==> src/rtl/spq_pkg.sv <==
package spq_pkg;

  // Field widths of the request and response transfers
  localparam int KEY_W         = 16;
  localparam int PAYLOAD_W     = 32;
  localparam int ENTRY_COUNT_W = 5;
  localparam int DEPTH_DEFAULT = 16;

  typedef enum logic {
    ACT_PUSH = 1'b0,
    ACT_POP  = 1'b1
  } action_t;

  typedef enum logic [1:0] {
    ERR_OK        = 2'd0,
    ERR_FULL_PUSH = 2'd1,
    ERR_EMPTY_POP = 2'd2
  } error_t;

  typedef struct packed {
    action_t               action;
    logic [KEY_W-1:0]      key;
    logic [PAYLOAD_W-1:0]  payload;
  } req_t;

  typedef struct packed {
    logic [KEY_W-1:0]         top_key;
    logic [PAYLOAD_W-1:0]     top_payload;
    logic [ENTRY_COUNT_W-1:0] entry_count;
    logic                     is_empty;
    logic                     is_full;
    error_t                   error_code;
  } rsp_t;

  // One stored entry
  typedef struct packed {
    logic [KEY_W-1:0]     key;
    logic [PAYLOAD_W-1:0] payload;
  } entry_t;

  // Broadcast from the control to every cell
  typedef struct packed {
    logic   push;
    logic   pop;
    logic   smallest_first;
    entry_t fresh;
  } cell_ctrl_t;

endpackage

==> src/rtl/spq_cell.sv <==
module spq_cell import spq_pkg::*; (
  input  logic       clk,
  input  cell_ctrl_t ctrl,
  input  logic       occupied,
  input  logic       prev_before,
  input  entry_t     up_entry,
  input  entry_t     down_entry,
  output logic       before_new,
  output entry_t     entry,
  output entry_t     entry_next
);

  // Stored entry is served ahead of the incoming one (ties stay ahead: FIFO)
  always_comb begin
    if (ctrl.smallest_first) begin
      before_new = occupied && (entry.key <= ctrl.fresh.key);
    end else begin
      before_new = occupied && (entry.key >= ctrl.fresh.key);
    end
  end

  // Keep, insert, shift down on push; shift up on pop
  always_comb begin
    entry_next = entry;
    if (ctrl.push) begin
      if (before_new) begin
        entry_next = entry;
      end else if (prev_before) begin
        entry_next = ctrl.fresh;
      end else begin
        entry_next = up_entry;
      end
    end else if (ctrl.pop) begin
      entry_next = down_entry;
    end
  end

  always_ff @(posedge clk) begin
    entry <= entry_next;
  end

endmodule

==> src/rtl/sorted_priority_queue.sv <==
// Sorted priority queue built as a row of entry cells, head cell first.
// Request channel (req_valid / req_stall / req): each transfer is a push of
// req.key and req.payload, or a pop of the head entry. Response channel
// (rsp_valid / rsp_stall / rsp): exactly one response per request, giving
// the head entry, the count, the empty and full flags and an error code as
// they stand after that request.
// The response is registered and valid in the cycle after the request transfer.
// Throughput: one request per cycle while req_stall is low; every cell compares
// its key with the broadcast key and loads from itself, its neighbor or the new
// entry in the same cycle, so the whole row updates together.
// The response register holds one result; while rsp_stall holds it, req_stall
// is raised and no further request is taken until the result is taken.
// Pushes on a full queue are dropped and flagged, pops on an empty queue flagged.
// Configuration: cfg_we with cfg_wdata[0] sets serve_smallest_first (0 serves
// the largest key first); a write that changes the order empties the queue.
// Reset (rst, synchronous): the queue is empty, no response pending and the
// order is largest first. No clearing pass is needed.
module sorted_priority_queue import spq_pkg::*; #(
  parameter int DEPTH = DEPTH_DEFAULT
) (
  input  logic clk,
  input  logic rst,
  input  logic req_valid,
  output logic req_stall,
  input  req_t req,
  output logic rsp_valid,
  input  logic rsp_stall,
  output rsp_t rsp,
  input  logic cfg_we,
  input  logic cfg_wdata
);

  localparam int CNT_W = $clog2(DEPTH + 1);

  logic             serve_smallest_first;
  logic [CNT_W-1:0] count;
  logic [CNT_W-1:0] op_count;
  logic [CNT_W-1:0] count_next;
  logic             accept;
  logic             full;
  logic             push_do;
  logic             pop_do;
  logic             cfg_clear;
  error_t           err;
  cell_ctrl_t       ctrl;
  rsp_t             rsp_next;

  entry_t           cell_entry [DEPTH];
  entry_t           cell_next  [DEPTH];
  entry_t           up_entry   [DEPTH];
  entry_t           down_entry [DEPTH];
  logic [DEPTH-1:0] ahead;
  logic [DEPTH-1:0] prev_before;
  logic [DEPTH-1:0] occupied;

  // Handshake: the response register frees up when its transfer happens
  assign req_stall = rsp_valid && rsp_stall;
  assign accept    = req_valid && !req_stall;

  assign full      = (count == CNT_W'(DEPTH));
  assign push_do   = accept && (req.action == ACT_PUSH) && !full;
  assign pop_do    = accept && (req.action == ACT_POP) && (count != '0);
  assign cfg_clear = cfg_we && (cfg_wdata != serve_smallest_first);

  always_comb begin
    err = ERR_OK;
    if (req.action == ACT_PUSH && full) begin
      err = ERR_FULL_PUSH;
    end else if (req.action == ACT_POP && count == '0) begin
      err = ERR_EMPTY_POP;
    end
  end

  // Count after the operation, then the order change clear
  always_comb begin
    op_count = count;
    if (push_do) begin
      op_count = count + 1'b1;
    end else if (pop_do) begin
      op_count = count - 1'b1;
    end
    count_next = cfg_clear ? '0 : op_count;
  end

  assign ctrl.push           = push_do;
  assign ctrl.pop            = pop_do;
  assign ctrl.smallest_first = serve_smallest_first;
  assign ctrl.fresh.key      = req.key;
  assign ctrl.fresh.payload  = req.payload;

  // Cell row with neighbor links
  for (genvar i = 0; i < DEPTH; i++) begin : g_cell
    assign occupied[i] = (CNT_W'(i) < count);
    if (i == 0) begin : g_head
      assign up_entry[i]    = ctrl.fresh;
      assign prev_before[i] = 1'b1;
    end else begin : g_mid
      assign up_entry[i]    = cell_entry[i-1];
      assign prev_before[i] = ahead[i-1];
    end
    if (i == DEPTH - 1) begin : g_tail
      assign down_entry[i] = '0;
    end else begin : g_link
      assign down_entry[i] = cell_entry[i+1];
    end

    spq_cell u_cell (
      .clk         (clk),
      .ctrl        (ctrl),
      .occupied    (occupied[i]),
      .prev_before (prev_before[i]),
      .up_entry    (up_entry[i]),
      .down_entry  (down_entry[i]),
      .before_new  (ahead[i]),
      .entry       (cell_entry[i]),
      .entry_next  (cell_next[i])
    );
  end

  // Response built from the head cell's next value
  always_comb begin
    rsp_next.top_key     = (op_count != '0) ? cell_next[0].key : '0;
    rsp_next.top_payload = (op_count != '0) ? cell_next[0].payload : '0;
    rsp_next.entry_count = ENTRY_COUNT_W'(op_count);
    rsp_next.is_empty    = (op_count == '0);
    rsp_next.is_full     = (op_count == CNT_W'(DEPTH));
    rsp_next.error_code  = err;
  end

  always_ff @(posedge clk) begin
    if (rst) begin
      count                <= '0;
      serve_smallest_first <= 1'b0;
      rsp_valid            <= 1'b0;
    end else begin
      count <= count_next;
      if (cfg_we) begin
        serve_smallest_first <= cfg_wdata;
      end
      if (accept) begin
        rsp_valid <= 1'b1;
      end else if (!rsp_stall) begin
        rsp_valid <= 1'b0;
      end
    end
  end

  always_ff @(posedge clk) begin
    if (accept) begin
      rsp <= rsp_next;
    end
  end

  // Checks
  a_count_bound: assert property (@(posedge clk) disable iff (rst)
    count <= CNT_W'(DEPTH))
    else $error("entry count above depth");

  a_push_grows: assert property (@(posedge clk) disable iff (rst)
    push_do && !cfg_we |=> count == $past(count) + 1'b1)
    else $error("accepted push did not add one entry");

  a_full_keeps: assert property (@(posedge clk) disable iff (rst)
    accept && req.action == ACT_PUSH && full && !cfg_we |=> count == $past(count)
      && rsp.error_code == ERR_FULL_PUSH)
    else $error("push on full queue changed the queue");

  a_empty_zero: assert property (@(posedge clk) disable iff (rst)
    rsp_valid && rsp.is_empty |-> rsp.top_key == '0 && rsp.top_payload == '0)
    else $error("empty response carries an entry");

endmodule

==> config.mk <==
export PLATFORM = sky130hd
export DESIGN_NAME = sorted_priority_queue
export DESIGN_NICKNAME = d
export VERILOG_FILES = /design/src/rtl/spq_pkg.sv /design/src/rtl/spq_cell.sv /design/src/rtl/sorted_priority_queue.sv
export SDC_FILE = /design/constraint.sdc
export NUM_CORES = 2
export LEC_CHECK = 0
export BUFFER_PORTS_ARGS = -buffer_cell sky130_fd_sc_hd__buf_2
export CORE_UTILIZATION = 30
export CTS_BUF_LIST = sky130_fd_sc_hd__clkbuf_4 sky130_fd_sc_hd__clkbuf_8
export DETAILED_ROUTE_END_ITERATION = 8
export PLACE_DENSITY_LB_ADDON = 0.1
export SLEW_MARGIN = 20
export SYNTH_ARGS = -nofsm -noshare
export SYNTH_HDL_FRONTEND = slang
export SYNTH_HIERARCHICAL = 1
export SYNTH_SLANG_ARGS = --single-unit
==> constraint.sdc <==
create_clock -name clk -period 3.6 [get_ports clk]
set_input_delay 0.36 -clock clk [delete_from_list [all_inputs] [get_ports clk]]
set_output_delay 0.36 -clock clk [all_outputs]
set_load 0.02 [all_outputs]
==> impl_metrics.toml <==
[status]
status = "completed"

[drt]
postRouteWirelength_mm = 185
wl_per_cell_um = 20.1
viasPerCell = 5.54
dr.pass1.iters = 5
drtIter0Drc = 3395
ant_nets = 0
vias = 51000
drcViolationCount = 0

[logic_synthesis]
syn-cell-area_um2 = 59000
synthCells = 6528
ys.warnings.count = 6
syn_area_per_cell_um2 = 9.04

[sta]
holdWs_ps = 103
clock_skew_ps = 45.5
slew_headroom_pct = 24.9
tightest_slew_ps = 1120
timing.setup.tns_ps = 0
rsz0062_at_grt = "no"
setup_slack_ps = 335
min_period_over_period_pct = 90.7
clock.fmax_mhz = 306
hold_viol_final = 0
post-route-min-period_ps = 3260
slew_violations = 0
setup_viol = 0

[floorplanning]
die_y_um = 445
coreArea_um2 = 195000
start_util_pct = 30.2
dieWidth_um = 445
io_pins = 114
fp-row-count = 162
dieArea_um2 = 198000

[job]
drv_cap = 0

[global_routing]
grt_usage_pct = 18.0
grt_pass1_wl_mm = 296
overflow = 0
antenna_found_initial = 4
grt_pass1_vias = 49500
grt_max_degree = 113

[power_and_ir_drop]
leakagePower_nw = 23.8
powerDensity_nw_per_um2 = 739
peakVddDrop_uv = 704
finalPower_w = 0.0499

[cts]
clock_sinks = 832
clk_pin_slew_worst_paths_ps = 60
cts.htree.levels = 4
cts-root-buf = "clkbuf_8"
cts_buffer_depth = 3
tritoncts = "done"
clock_latency_ps = 930
cts_buffers = 169

[placement]
io_buffers = 113
dp_hpwl_mm = 130
dp_worst_setup_slack_ps = 6.56
place.gp.congestion = 0.788

[layout]
fin_util_pct = 34.6
area_delta_synth_final_pct = 14.6
layout-drive-gt1-share_pct = 17.0
finish.net_count = 6770

[setup_path]
end_kind = "flop"
start_kind = "flop"
r2r-start = "count[1]"
crit_path_start = "count[1]"
worst_ep_required_time_ps = 4390
crit_fanout = 16
crit_type = "flop to flop"
arrival_ps = 4060

[worst_hold_path]
hold_path_class = "input port to flop"
hold_start = "req[37]"
## layer usage
metal | wire (um) | up-vias | share of wire (%) | GRT usage, %
li1 | - | 25200 | - | -
met5 | 0 | - | 0 | 0
met4 | 3000 | 0 | 1.6 | 4.05
met2 | 76800 | 975 | 41 | 26.1
met1 | 98700 | 24600 | 53 | 27.6
met3 | 6910 | 212 | 3.7 | 2.39
## sequential cells by signal, indices dropped and copies added, names as in the netlist
| signal | flops |
|---|---|
| count | 5 |
| serve_smallest_first | 1 |
| rsp | 57 |
| g_cell.u_cell/entry | 768 |
| rsp_valid | 1 |
## cells in the final DEF, fill, tap and decap left out, types with 67 or more instances in the layout
cell type  instances
a21oi_1           67
a22o_1           737
a31o_1           482
a31o_2           254
buf_12            86
buf_2            113
buf_4            167
clkbuf_4          71
clkbuf_8         194
dfxtp_1          774
ha_1             260
inv_1            281
mux2i_1          737
o21ai_0          664
o21ai_1          112
or3_1            737
## final timing paths
check / end / slack [ps] / cells past startpoint
worst min-delay path: g_cell[1].u_cell/entry[37] / 100 / 5
worst max register to register: g_cell[2].u_cell/entry[46] / 340 / 11
worst min register to register: g_cell[15].u_cell/entry[46] / 580 / 2
worst max-delay path: g_cell[2].u_cell/entry[46] / 340 / 11
## worst max-delay path, stage by stage, from the launching register on
cell and delay, ps:
dfxtp_1 330, buf_4 210, or3_1 270, nand2b_1 420, a21boi_0 280, buf_4 210
o31ai_4 90, nor2_4 490, buf_12 250, mux2_2 340, o211ai_1 110, nand3_1 100
## report_power, final
part / switching (W) / internal, W
combinational: 0.0103 / 0.0104
sequential: 0.00506 / 0.0137
clock: 0.00471 / 0.00578
## cell type report
type                    count  area, um^2
well taps                2624        3280
fillers                 20000      128000
inverters                 283        1070
repair buffers            397        4060
flip-flops and latches    832       17200
diodes                      4        10.0
multi-input cells        4772       38500
clock buffers             265        3200
clock inverters            35         269
## timing repair
item                                   CTS  global route
endpoints found under the hold margin   48             0
hold buffers                            19             0
setup endpoints to repair                0             0
resized for setup                        0             0
setup buffers                            0             0
## stage by stage
step | cell area [um^2] | instances
2_1_floorplan | 59200 | 6575
3_3_place_gp | 63600 | 8874
3_5_place_dp | 63600 | 8875
4_1_cts | 67200 | 9194
5_1_grt | 67600 | 9212
6_report | 67600 | 9212
Power figures use the tool's default switching activity.
